==> src/ivef_pkg.sv <==
// ----------------------------------------------------------------------------
// ivef_pkg
// Shared types, control-word layout and microcode store for the
// inverse-variance expert fusion unit.
// ----------------------------------------------------------------------------
package ivef_pkg;

	localparam int unsigned DATA_W = 32;
	localparam int unsigned ACC_W  = 64;
	localparam int unsigned PC_W   = 4;

	typedef logic [PC_W-1:0] pc_t;

	// datapath operation selected by one control word
	typedef enum logic [3:0] {
		OP_NONE,
		OP_ACCEPT,
		OP_DIV,
		OP_PREC,
		OP_MUL_TERM,
		OP_ACC,
		OP_DIV_LOAD,
		OP_FVAR,
		OP_MUL_LO,
		OP_MUL_HI,
		OP_COMBINE,
		OP_EMIT
	} op_t;

	// jump condition, jump taken when true, else fall through
	typedef enum logic [2:0] {
		C_NEVER,
		C_ALWAYS,
		C_NO_ACCEPT,
		C_DIV_BUSY,
		C_NOT_LAST,
		C_OUT_BLOCKED
	} cond_t;

	typedef struct packed {
		op_t   op;
		cond_t cond;
		pc_t   target;
	} ctrl_word_t;

	// program labels
	localparam pc_t PC_WAIT = PC_W'(0);
	localparam pc_t PC_DIV1 = PC_W'(1);
	localparam pc_t PC_DIV2 = PC_W'(6);
	localparam pc_t PC_EMIT = PC_W'(11);

	// microcode store
	function automatic ctrl_word_t ucode(input pc_t pc);
		ctrl_word_t cw;
		case (pc)
			PC_W'(0):  cw = '{OP_ACCEPT,   C_NO_ACCEPT,   PC_WAIT};
			PC_W'(1):  cw = '{OP_DIV,      C_DIV_BUSY,    PC_DIV1};
			PC_W'(2):  cw = '{OP_PREC,     C_NEVER,       PC_WAIT};
			PC_W'(3):  cw = '{OP_MUL_TERM, C_NEVER,       PC_WAIT};
			PC_W'(4):  cw = '{OP_ACC,      C_NOT_LAST,    PC_WAIT};
			PC_W'(5):  cw = '{OP_DIV_LOAD, C_NEVER,       PC_WAIT};
			PC_W'(6):  cw = '{OP_DIV,      C_DIV_BUSY,    PC_DIV2};
			PC_W'(7):  cw = '{OP_FVAR,     C_NEVER,       PC_WAIT};
			PC_W'(8):  cw = '{OP_MUL_LO,   C_NEVER,       PC_WAIT};
			PC_W'(9):  cw = '{OP_MUL_HI,   C_NEVER,       PC_WAIT};
			PC_W'(10): cw = '{OP_COMBINE,  C_NEVER,       PC_WAIT};
			PC_W'(11): cw = '{OP_EMIT,     C_OUT_BLOCKED, PC_EMIT};
			default:   cw = '{OP_NONE,     C_ALWAYS,      PC_WAIT};
		endcase
		return cw;
	endfunction

endpackage

==> src/ivef_in_if.sv <==
// ----------------------------------------------------------------------------
// ivef_in_if
// Input channel: one expert prediction per item.
// ----------------------------------------------------------------------------
interface ivef_in_if;
	logic               valid;
	logic               ready;
	logic signed [31:0] expert_mean;
	logic        [31:0] expert_var;
	logic               last_expert;
	logic               last_point;

	modport source (output valid, expert_mean, expert_var, last_expert, last_point,
		input ready);
	modport sink (input valid, expert_mean, expert_var, last_expert, last_point,
		output ready);
endinterface

==> src/ivef_out_if.sv <==
// ----------------------------------------------------------------------------
// ivef_out_if
// Output channel: one fused prediction per item.
// ----------------------------------------------------------------------------
interface ivef_out_if;
	logic               valid;
	logic               ready;
	logic signed [31:0] fused_mean;
	logic        [31:0] fused_var;
	logic               saturated;
	logic               batch_end;

	modport source (output valid, fused_mean, fused_var, saturated, batch_end,
		input ready);
	modport sink (input valid, fused_mean, fused_var, saturated, batch_end,
		output ready);
endinterface

==> src/inverse_variance_expert_fusion_unit.sv <==
// ----------------------------------------------------------------------------
// inverse_variance_expert_fusion_unit
// Product-of-experts fusion of Gaussian predictions, driven by a microcoded
// sequencer over a shared radix-2 divider and a 32x32 multiplier.
// ----------------------------------------------------------------------------
// one expert at a time: a new expert is accepted only after the sequence
//   for the previous one has run to its end
// the fused item is registered after the final expert's divide, the second
//   divide, the multiplies and the combine, later while the previous fused
//   item is stalled; the shared divider makes one quotient bit per cycle
// reset: arst_n clears the program counter, step counter, running sums, flag
//   and output valid
module inverse_variance_expert_fusion_unit
	import ivef_pkg::*;
#(
	parameter int unsigned FRAC_BITS = 16
) (
	input  logic       clk,
	input  logic       arst_n,
	ivef_in_if.sink    expert,
	ivef_out_if.source fused
);

	// divider runs 2F+1 steps over the dividend 2^(2F)
	localparam int unsigned DIV_TOP = 2 * FRAC_BITS;
	localparam int unsigned CNT_W   = $clog2(DIV_TOP + 1);

	// sequencer
	pc_t        pc_q;
	pc_t        pc_nxt;
	ctrl_word_t cw;
	logic       jump;

	// handshakes
	logic in_fire;
	logic out_blocked;
	logic emit_fire;
	logic out_valid_q;

	// item registers
	logic [DATA_W-1:0] mmag_q;
	logic              neg_q;
	logic              last_e_q;
	logic              last_p_q;

	// divider
	logic [ACC_W-1:0]  div_d_q;
	logic [ACC_W-1:0]  div_rem_q;
	logic [DATA_W-1:0] div_quo_q;
	logic              div_qovf_q;
	logic              div_dz_q;
	logic [CNT_W-1:0]  div_cnt_q;
	logic [ACC_W:0]    rem_sh;
	logic [ACC_W+1:0]  rem_diff;
	logic              rem_ge;
	logic              div_sat;

	// multiplier and fused-mean path
	logic [DATA_W-1:0] recip_q;
	logic [DATA_W-1:0] mul_a;
	logic [ACC_W-1:0]  mul_p;
	logic [ACC_W-1:0]  prod_q;
	logic [ACC_W-1:0]  plo_q;
	logic [ACC_W-1:0]  wmag_q;
	logic              wneg_q;
	logic [ACC_W-1:0]  q_q;

	// running state of the current test point
	logic [ACC_W-1:0] psum_q;
	logic [ACC_W-1:0] wsum_q;
	logic             ovf_q;

	// combinational helpers
	logic [ACC_W:0]    psum_add;
	logic [ACC_W-1:0]  tmag;
	logic [ACC_W-1:0]  term;
	logic [ACC_W-1:0]  wsum_add;
	logic              wsum_ovf;
	logic [ACC_W-1:0]  wsum_sat;
	logic              phi_big;
	logic [ACC_W-1:0]  q_comb;
	logic              fmean_sat;
	logic [DATA_W-1:0] fmean;

	// output register payload
	logic [DATA_W-1:0] out_mean_q;
	logic [DATA_W-1:0] out_var_q;
	logic              out_sat_q;
	logic              out_end_q;

	// ---------------- sequencer ----------------
	assign cw           = ucode(pc_q);
	assign expert.ready = (cw.op == OP_ACCEPT);
	assign in_fire      = expert.valid && expert.ready;
	assign out_blocked  = out_valid_q && !fused.ready;
	assign emit_fire    = (cw.op == OP_EMIT) && !out_blocked;

	always_comb begin
		case (cw.cond)
			C_NEVER:       jump = 1'b0;
			C_ALWAYS:      jump = 1'b1;
			C_NO_ACCEPT:   jump = !expert.valid;
			C_DIV_BUSY:    jump = (div_cnt_q != '0);
			C_NOT_LAST:    jump = !last_e_q;
			C_OUT_BLOCKED: jump = out_blocked;
			default:       jump = 1'b0;
		endcase
		pc_nxt = jump ? cw.target : pc_q + PC_W'(1);
	end

	// ---------------- divider: floor(2^(2F) / d) ----------------
	// dividend has a single one at bit 2F, shifted in on the first step
	assign rem_sh   = {div_rem_q, (div_cnt_q == CNT_W'(DIV_TOP))};
	assign rem_diff = {1'b0, rem_sh} - {2'b00, div_d_q};
	assign rem_ge   = !rem_diff[ACC_W+1];
	assign div_sat  = div_dz_q || div_qovf_q;

	// ---------------- accumulate ----------------
	assign psum_add = {1'b0, psum_q} + {{(ACC_W-DATA_W+1){1'b0}}, recip_q};

	// term magnitude is below 2^(63-F), so the negation never wraps
	assign tmag     = prod_q >> FRAC_BITS;
	assign term     = neg_q ? (~tmag + ACC_W'(1)) : tmag;
	assign wsum_add = wsum_q + term;
	assign wsum_ovf = (wsum_q[ACC_W-1] == term[ACC_W-1]) &&
		(wsum_add[ACC_W-1] != wsum_q[ACC_W-1]);
	assign wsum_sat = term[ACC_W-1] ? {1'b1, {(ACC_W-1){1'b0}}}
		: {1'b0, {(ACC_W-1){1'b1}}};

	// ---------------- shared multiplier ----------------
	always_comb begin
		case (cw.op)
			OP_MUL_TERM: mul_a = mmag_q;
			OP_MUL_HI:   mul_a = wmag_q[ACC_W-1:DATA_W];
			default:     mul_a = wmag_q[DATA_W-1:0];
		endcase
	end

	// full 64-bit product of the two 32-bit operands
	assign mul_p = mul_a * recip_q;

	// high partial product at or above 2^(F-1) already overflows the mean
	assign phi_big = |prod_q[ACC_W-1:FRAC_BITS-1];
	assign q_comb  = phi_big ? (ACC_W'(1) << DATA_W)
		: (prod_q << (DATA_W - FRAC_BITS)) + (plo_q >> FRAC_BITS);

	// signed saturation of the fused mean
	always_comb begin
		if (wneg_q) begin
			fmean_sat = (q_q > (ACC_W'(1) << (DATA_W - 1)));
			fmean     = fmean_sat ? {1'b1, {(DATA_W-1){1'b0}}}
				: (~q_q[DATA_W-1:0] + DATA_W'(1));
		end else begin
			fmean_sat = (q_q > {{(ACC_W-DATA_W+1){1'b0}}, {(DATA_W-1){1'b1}}});
			fmean     = fmean_sat ? {1'b0, {(DATA_W-1){1'b1}}} : q_q[DATA_W-1:0];
		end
	end

	// ---------------- control and running state ----------------
	always_ff @(posedge clk or negedge arst_n) begin
		if (!arst_n) begin
			pc_q        <= PC_WAIT;
			out_valid_q <= 1'b0;
			div_cnt_q   <= '0;
			psum_q      <= '0;
			wsum_q      <= '0;
			ovf_q       <= 1'b0;
		end else begin
			pc_q <= pc_nxt;

			// output register: filled on emit, drained on handshake
			if (emit_fire) begin
				out_valid_q <= 1'b1;
			end else if (fused.ready) begin
				out_valid_q <= 1'b0;
			end

			case (cw.op)
				OP_ACCEPT: begin
					if (in_fire) begin
						div_cnt_q <= CNT_W'(DIV_TOP);
					end
				end
				OP_DIV_LOAD: begin
					div_cnt_q <= CNT_W'(DIV_TOP);
				end
				OP_DIV: begin
					if (div_cnt_q != '0) begin
						div_cnt_q <= div_cnt_q - CNT_W'(1);
					end
				end
				OP_PREC: begin
					if (div_sat) begin
						ovf_q <= 1'b1;
					end
				end
				OP_MUL_TERM: begin
					// saturating add of the precision
					if (psum_add[ACC_W]) begin
						psum_q <= '1;
						ovf_q  <= 1'b1;
					end else begin
						psum_q <= psum_add[ACC_W-1:0];
					end
				end
				OP_ACC: begin
					if (wsum_ovf) begin
						wsum_q <= wsum_sat;
						ovf_q  <= 1'b1;
					end else begin
						wsum_q <= wsum_add;
					end
				end
				OP_FVAR: begin
					if (div_sat) begin
						ovf_q <= 1'b1;
					end
				end
				OP_EMIT: begin
					// result leaves, next test point starts clean
					if (emit_fire) begin
						psum_q <= '0;
						wsum_q <= '0;
						ovf_q  <= 1'b0;
					end
				end
				default: begin
				end
			endcase
		end
	end

	// ---------------- datapath payload ----------------
	always_ff @(posedge clk) begin
		case (cw.op)
			OP_ACCEPT: begin
				if (in_fire) begin
					neg_q      <= expert.expert_mean[DATA_W-1];
					mmag_q     <= expert.expert_mean[DATA_W-1]
						? (~expert.expert_mean + DATA_W'(1)) : expert.expert_mean;
					last_e_q   <= expert.last_expert;
					last_p_q   <= expert.last_point;
					div_d_q    <= {{(ACC_W-DATA_W){1'b0}}, expert.expert_var};
					div_dz_q   <= (expert.expert_var == '0);
					div_rem_q  <= '0;
					div_quo_q  <= '0;
					div_qovf_q <= 1'b0;
				end
			end
			OP_DIV_LOAD: begin
				div_d_q    <= psum_q;
				div_dz_q   <= (psum_q == '0);
				div_rem_q  <= '0;
				div_quo_q  <= '0;
				div_qovf_q <= 1'b0;
			end
			OP_DIV: begin
				// a quotient bit past bit 31 means the reciprocal saturates
				div_rem_q  <= rem_ge ? rem_diff[ACC_W-1:0] : rem_sh[ACC_W-1:0];
				div_quo_q  <= {div_quo_q[DATA_W-2:0], rem_ge};
				div_qovf_q <= div_qovf_q || div_quo_q[DATA_W-1];
			end
			OP_PREC: begin
				recip_q <= div_sat ? '1 : div_quo_q;
			end
			OP_MUL_TERM: begin
				prod_q <= mul_p;
			end
			OP_FVAR: begin
				recip_q <= div_sat ? '1 : div_quo_q;
				wneg_q  <= wsum_q[ACC_W-1];
				wmag_q  <= wsum_q[ACC_W-1] ? (~wsum_q + ACC_W'(1)) : wsum_q;
			end
			OP_MUL_LO: begin
				prod_q <= mul_p;
			end
			OP_MUL_HI: begin
				plo_q  <= prod_q;
				prod_q <= mul_p;
			end
			OP_COMBINE: begin
				q_q <= q_comb;
			end
			OP_EMIT: begin
				if (emit_fire) begin
					out_mean_q <= fmean;
					out_var_q  <= recip_q;
					out_sat_q  <= ovf_q || fmean_sat;
					out_end_q  <= last_p_q;
				end
			end
			default: begin
			end
		endcase
	end

	assign fused.valid      = out_valid_q;
	assign fused.fused_mean = out_mean_q;
	assign fused.fused_var  = out_var_q;
	assign fused.saturated  = out_sat_q;
	assign fused.batch_end  = out_end_q;

endmodule

==> src/flat_wrapper.sv <==
// flat-port wrapper written by rule: the top's interface ports become plain ports
module inverse_variance_expert_fusion_unit_flat import ivef_pkg::*;
#(
	parameter int unsigned FRAC_BITS = 16
)
  (clk, arst_n, expert_valid, expert_expert_mean, expert_expert_var, expert_last_expert, expert_last_point, expert_ready, fused_valid, fused_fused_mean, fused_fused_var, fused_saturated, fused_batch_end, fused_ready);
  ivef_in_if expert_i ();
  ivef_out_if fused_i ();
  input  logic clk;
  input  logic arst_n;
  input wire logic [$bits(expert_i.valid)-1:0] expert_valid;
  input wire logic [$bits(expert_i.expert_mean)-1:0] expert_expert_mean;
  input wire logic [$bits(expert_i.expert_var)-1:0] expert_expert_var;
  input wire logic [$bits(expert_i.last_expert)-1:0] expert_last_expert;
  input wire logic [$bits(expert_i.last_point)-1:0] expert_last_point;
  output wire logic [$bits(expert_i.ready)-1:0] expert_ready;
  output wire logic [$bits(fused_i.valid)-1:0] fused_valid;
  output wire logic [$bits(fused_i.fused_mean)-1:0] fused_fused_mean;
  output wire logic [$bits(fused_i.fused_var)-1:0] fused_fused_var;
  output wire logic [$bits(fused_i.saturated)-1:0] fused_saturated;
  output wire logic [$bits(fused_i.batch_end)-1:0] fused_batch_end;
  input wire logic [$bits(fused_i.ready)-1:0] fused_ready;
  assign expert_i.valid = expert_valid;
  assign expert_i.expert_mean = expert_expert_mean;
  assign expert_i.expert_var = expert_expert_var;
  assign expert_i.last_expert = expert_last_expert;
  assign expert_i.last_point = expert_last_point;
  assign expert_ready = expert_i.ready;
  assign fused_valid = fused_i.valid;
  assign fused_fused_mean = fused_i.fused_mean;
  assign fused_fused_var = fused_i.fused_var;
  assign fused_saturated = fused_i.saturated;
  assign fused_batch_end = fused_i.batch_end;
  assign fused_i.ready = fused_ready;
  inverse_variance_expert_fusion_unit #(.FRAC_BITS(FRAC_BITS)) u_core (.clk(clk), .arst_n(arst_n), .expert(expert_i), .fused(fused_i));
endmodule
==> config.mk <==
export PLATFORM = sky130hd
export DESIGN_NAME = inverse_variance_expert_fusion_unit_flat
export DESIGN_NICKNAME = d
export VERILOG_FILES = /design/src/ivef_pkg.sv /design/src/ivef_in_if.sv /design/src/ivef_out_if.sv /design/src/inverse_variance_expert_fusion_unit.sv /design/src/flat_wrapper.sv
export SDC_FILE = /design/constraint.sdc
export NUM_CORES = 2
export LEC_CHECK = 0
export BUFFER_PORTS_ARGS = -buffer_cell sky130_fd_sc_hd__buf_4
export CORE_MARGIN = 2
export CORE_UTILIZATION = 40
export DETAILED_ROUTE_END_ITERATION = 8
export SKIP_CTS_REPAIR_TIMING = 1
export SYNTH_ARGS = -nofsm -noshare
export SYNTH_HDL_FRONTEND = slang
export SYNTH_SLANG_ARGS = --single-unit
==> constraint.sdc <==
create_clock -name clk -period 14.6 [get_ports clk]
set_input_delay 2.92 -clock clk [delete_from_list [all_inputs] [get_ports clk]]
set_output_delay 2.92 -clock clk [all_outputs]
set_load 0.01 [all_outputs]
Word-level counts from Yosys, hierarchy flattened
Memory sizes are Yosys's and may differ from the RTL's.
Cells that the tools add are included.
{ "op_classes": {"add_sub_neg": 10, "n_mul": 1, "div": 0, "magnitude_cmp": 2, "n_eq_ne": 25, "n_shift": 0, "n_mux": 37, "bitwise_logic": 4, "n_reduce_logical": 32} }
{ "op_table": {"columns": ["op", "n"], "rows": [
  ["$mux W64", 8],
  ["$pmux W64 S2", 3],
  ["$pmux W64 S3", 1],
  ["$add A64 B1 Y64 const B", 2],
  ["$mux W32", 4],
  ["$pmux W32 S3", 1],
  ["$sub A65 B64 Y66", 1],
  ["$add A64 B32 Y65", 1],
  ["$add A64 B48 Y64", 1],
  ["$add A64 B64 Y64", 1],
  ["$gt A64 B31 Y1 const B", 1],
  ["$gt A64 B32 Y1 const B", 1],
  ["$logic_not A64 Y1", 1],
  ["$mul A32 B32 Y64", 1],
  ["$not A32 Y32", 2],
  ["$not A48 Y64", 1],
  ["$not A64 Y64", 1],
  ["$pmux W32 S2", 1],
  ["$mux W63", 1],
  ["$reduce_or A49 Y1", 1],
  ["$add A32 B1 Y32 const B", 1],
  ["$add A32 B2 Y32 const B", 1],
  ["$logic_not A32 Y1", 1],
  ["$mux W31", 1],
  ["other kinds (34)", 73]
]} }
{ "totals": {"reg_bits": 692, "latch_bits": 0, "ramBits": 0, "romBits": 176, "inputBits": 70, "out_inout_bits": 68, "word_cells": 139, "n_memories": 1} }
{ "memory_table": {"columns": ["name", "words", "word_bits", "read_ports", "rd_clocked_by_memory_dff", "wr", "line_no", "source"], "rows": [
  ["(no name shown)", 16, 11, 1, 0, 0, "ivef_pkg.sv:55", "case (pc)"]
]} }

Logic depth before layout (Yosys ltp)
{ "depth": {"ltp_word": 8, "depth_mapped": 44, "ltp_nobuf": 40} }

Worst setup path after synthesis
Ideal clock, no wire load.
{ "synth_timing": {"path_type": "register -> register", "startpoint": "register u_core.pc_q[3]", "endpoint": "register u_core.prod_q[62], data pin", "setup_ps": 265, "arrival_ps": 9877, "t_required_ps": 14335, "path_slack_ps": 4458, "stages_incl_launch_ff": 37, "path_buffers": 4, "synth_period_minus_slack_ps": 10142, "cell_sequence": "dfrtp_1 clkbuf_1 nand2_1 nor3_1 clkbuf_1 a22oi_1 nand2_1 clkbuf_1 nand2_1 fa_1 inv_1 fa_1 inv_1 fa_1 inv_1 fa_1 inv_1 fa_1 inv_1 fa_1 fa_1 inv_1 fa_1 inv_1 ha_1 clkbuf_1 a21oi_1 o21bai_1 a21oi_1 a211o_1 a211oi_1 o21a_1 nor2_1 o21ai_0 a21oi_1 o21ai_0 xor2_1"} }
{ "synth_between": {"elab_chain_cells": 4, "word_cells_on_any_way": 5, "classes_between": "mul: 1; eq/ne: 2; mux: 1; memory: 1"} }
{ "synth_lines": {"columns": ["item", "line_no", "source"], "rows": [
  ["from (decl)", "inverse_variance_expert_fusion_unit.sv:29", "pc_t pc_q;"],
  ["from (signal assigned)", "inverse_variance_expert_fusion_unit.sv:169", "pc_q <= pc_nxt;"],
  ["$mem_v2 Z16 W11 *", null, null],
  ["$eq A4 B4 Y1 or $eq A4 B3 Y1 (tied branches)", "inverse_variance_expert_fusion_unit.sv:132", "case (cw.op)"],
  ["$pmux W32 S2 *", "inverse_variance_expert_fusion_unit.sv:132", null],
  ["$mul A32 B32 Y64 *", "inverse_variance_expert_fusion_unit.sv:140", "assign mul_p = mul_a * recip_q;"],
  ["net u_core.mul_p[62]", "inverse_variance_expert_fusion_unit.sv:61", "logic [ACC_W-1:0] mul_p;"],
  ["to (signal assigned)", "inverse_variance_expert_fusion_unit.sv:267", "prod_q <= mul_p;"],
  ["to (signal assigned)", "inverse_variance_expert_fusion_unit.sv:275", "prod_q <= mul_p;"],
  ["to (signal assigned)", "inverse_variance_expert_fusion_unit.sv:279", "prod_q <= mul_p;"],
  ["to (decl)", "inverse_variance_expert_fusion_unit.sv:62", "logic [ACC_W-1:0] prod_q;"]
]} }
The timed path passes the listed nets; every way through them passes the cells marked *.
A chain may end at the register's enable or synchronous reset.

Worst setup path in the final report
{ "layout_timing": {"startpoint": "register u_core.pc_q[1]", "endpoint": "register u_core.prod_q[51], data pin"} }
Same word-level chain as after synthesis.

==> results_dict.tcl <==
set metrics [dict create \
    drc_errors 0 \
    fp.dieW_um 431 \
    synth_edf_count 536 \
    grtUsageMet3_pct 2.76 \
    yosysWarnings 0 \
    hold_viol 0 \
    cp-end-kind "flip-flop" \
    netlist_instances 7691 \
    cp_max_fo 34 \
    r2r_slack_ns 2.78 \
    first_pass_iters 6 \
    seq_area_frac_synth_pct 26.9 \
    antenna_found_initial 14 \
    worst-setup-path-type "flip-flop to flip-flop" \
    cts_buffers 80 \
    drive_above_1_share_pct 5.45 \
    place_congestion 0.933 \
    grt_pass1_vias 57100 \
    ant_nets 0 \
    layout.nets 9073 \
    postPlaceCellArea_mm2 0.0762 \
    start_kind "flip-flop" \
    final.setup.tns_ns 0 \
    grt_pass1_wl_um 342000 \
    path_clk_slew_ns 0.06 \
    grtUsageTotal_pct 23.8 \
    cts_sinks 676 \
    cts_tree "built" \
    critPathArrivalTime_ns 12.27 \
    reg2reg_depth 36 \
    io_buffers 137 \
    crit_start "u_core.pc_q[1]" \
    final_cell_area_mm2 0.0790 \
    drtIter0Drc 4153 \
    clk_path_buf_depth 3 \
    grt_max_degree 71 \
    drv_slew 0 \
    crit_buf_inv 6 \
    rr_endpoint "u_core.prod_q[51]" \
    slowest_stage "nor2_4" \
    slowest_delay_ns 0.74 \
    path_common_cell "fa_1" \
    critPathRequiredTime_ns 15.05 \
    fin_worst_skew_ns 0.0332 \
    grt_busiest_layer "met2" \
    async_reset_ff_share_pct 20.7 \
    holdPathStages 1 \
    syn_avg_cell_area_um2 9.47 \
    ys_types 83 \
    hold_path_class "flip-flop to flip-flop" \
    initial_core_util_pct 40.3 \
    crit_cells 36 \
    hp-start "u_core.plo_q[31]" \
    overflow 0 \
    whs_endpoint "u_core.q_q[15]" \
    fp.dieArea_mm2 0.185 \
    hpwl_um 167000 \
    rsz0062_at_grt "false" \
    routedWlPerCell_um 21.8 \
    ys_ff_latch 676 \
    clock.fmax_mhz 84.6 \
    worstReg2RegStart "u_core.pc_q[1]" \
    synth-xor-area-share_pct 4.43 \
    syn_area_mm2 0.0728 \
    vias_per_cell 5.50 \
    synthMuxAreaShare_pct 0.112 \
    ys.flop_type "edfxtp_1" \
    synth-simple-area-share_pct 17.2 \
    synth_top_family_by_area "adder cells" \
    h-tree-depth 3 \
    cap_viol_max_count 0 \
    coreArea_mm2 0.181 \
    outcome "complete, no violations" \
    min_period_ns 11.82 \
    fin_crit_sh_pct 81.0 \
    synthAdderAreaFrac_pct 32.8 \
    synth_compound_area_share_pct 11.3 \
    routed_wirelength_um 220000 \
    clock_tree.root_cell "clkbuf_16" \
    slew_headroom_pct 22.9 \
    clk_latency_ns 0.70 \
    fp.dieH_um 431 \
    crit_family "adder cells" \
    ios 138 \
    grtUsageMet1_pct 31.3 \
    setup_viol 0 \
    row_count 156 \
    area_delta_synth_final_pct 8.56 \
    num_vias 55400 \
    worstMarginPinSlew_ns 1.15 \
    use_met2_pct 39.8 \
]
==> sequential cells by signal, indices dropped and copies added, names as in the netlist, 4 cells and up <==
register	cells
u_core.div_d_q	64
u_core.div_rem_q	64
u_core.prod_q	64
u_core.psum_q	64
u_core.q_q	64
u_core.wmag_q	64
u_core.wsum_q	64
u_core.plo_q	48
u_core.div_quo_q	32
u_core.fused.fused_mean	32
u_core.fused.fused_var	32
u_core.mmag_q	32
u_core.recip_q	32
u_core.div_cnt_q	6
u_core.pc_q	4
==> cells in the mapped netlist (36+ instances only) <==
library cell / instances / share of area (%)
ha_1: 466 / 8.0
xor2_1: 83 / 1.0
nand2_1: 1089 / 5.6
and3_1: 36 / 0.31
a21oi_1: 376 / 2.6
o21bai_1: 49 / 0.51
a31oi_1: 43 / 0.37
o21a_1: 41 / 0.42
nor2_1: 310 / 1.6
or3_1: 77 / 0.66
nor4_1: 51 / 0.44
o31ai_1: 53 / 0.55
o21ai_0: 312 / 2.1
dfrtp_1: 140 / 4.8
nor3_1: 87 / 0.60
nand4_1: 58 / 0.50
edfxtp_1: 536 / 22
a211oi_1: 44 / 0.45
a21o_1: 139 / 1.4
nand2b_1: 38 / 0.33
inv_1: 1012 / 5.2
fa_1: 901 / 25
clkbuf_1: 377 / 1.9
xnor2_1: 285 / 3.4
and2_1: 634 / 5.4
nand3_1: 85 / 0.58
==> cell type report <==
class | instances | area [µm²]
sequential | 676 | 19600
clock inverter | 54 | 638
tap | 2370 | 2970
clock buffer | 96 | 2140
antenna | 5 | 12.5
timing repair buffer | 236 | 1780
multi-input combinational | 5629 | 48100
fill | 17500 | 102000
inverter | 1013 | 3800
==> through the flow <==
| step | std cells | worst slack [ns] | hold slack [ns] | utilization, % |
|---|---|---|---|---|
| after floorplan | 7705 | 4.46 | 0.400 | - |
| after global placement | 9924 | 3.23 | 0.498 | 42.2 |
| after detailed placement | 9924 | 3.11 | 0.504 | 42.2 |
| after CTS | 10100 | 3.09 | 0.512 | 43.7 |
| after global routing | 10100 | 2.15 | 0.521 | 43.7 |
| final | 10100 | 2.78 | 0.511 | 43.7 |
==> cells by family (layout without fill, tap and decap cells) <==
kind of cell | Yosys count | after routing
xor gates and xnor gates | 368 | 368
and+or+nand+nor | 2572 | 2572
muxes | 8 | 8
AOI/OAI and AO/OA | 1299 | 1299
DFF | 676 | 676
other | 1 | 20
buffers and inverters | 1400 | 1399
adders and majority gates | 1367 | 1367
==> worst reg2reg max path, delay by kind of cell, from the launching register on <==
family | cells | cell delay [ns]
adders and majority gates | 10 | 4.42
AOI/OAI and AO/OA | 11 | 3.39
and+or+nand+nor | 8 | 2.40
buffers and inverters | 6 | 0.66
DFF | 1 | 0.57
xor gates and xnor gates | 1 | 0.16
==> routing by layer <==
layer,share of wire [%],up-vias
li1,-,25200
met1,42,28000
met2,48,1859
met3,5.6,371
met4,4.6,0
met5,0,-
==> worst max path at each step <==
stage / end / slack [ns]
finish: u_core.prod_q[51] / 2.78
global route: u_core.prod_q[51] / 2.15
CTS: u_core.prod_q[51] / 3.09
detailed placement: u_core.prod_q[51] / 3.11
global placement: u_core.prod_q[51] / 3.23
floorplan: u_core.prod_q[62] / 4.46
==> cell usage in the layout (no fill, tap or decap), types with 82 or more instances in the layout <==
master	synthesis	final
a21oi_1	376	376
clkbuf_16	0	82
nor3_1	87	84
o21ai_0	312	311
nor2_1	310	302
nand2_1	1089	1085
edfxtp_1	536	536
inv_1	1012	1010
nand3_1	85	83
xnor2_1	285	285
ha_1	466	466
fa_1	901	901
xor2_1	83	83
buf_4	1	235
a21o_1	139	139
dfrtp_1	140	139
and2_1	634	634
Power is left out: the tool's default activity adds up to more than one toggle a clock period on the data nets, which glitch-free logic cannot reach.
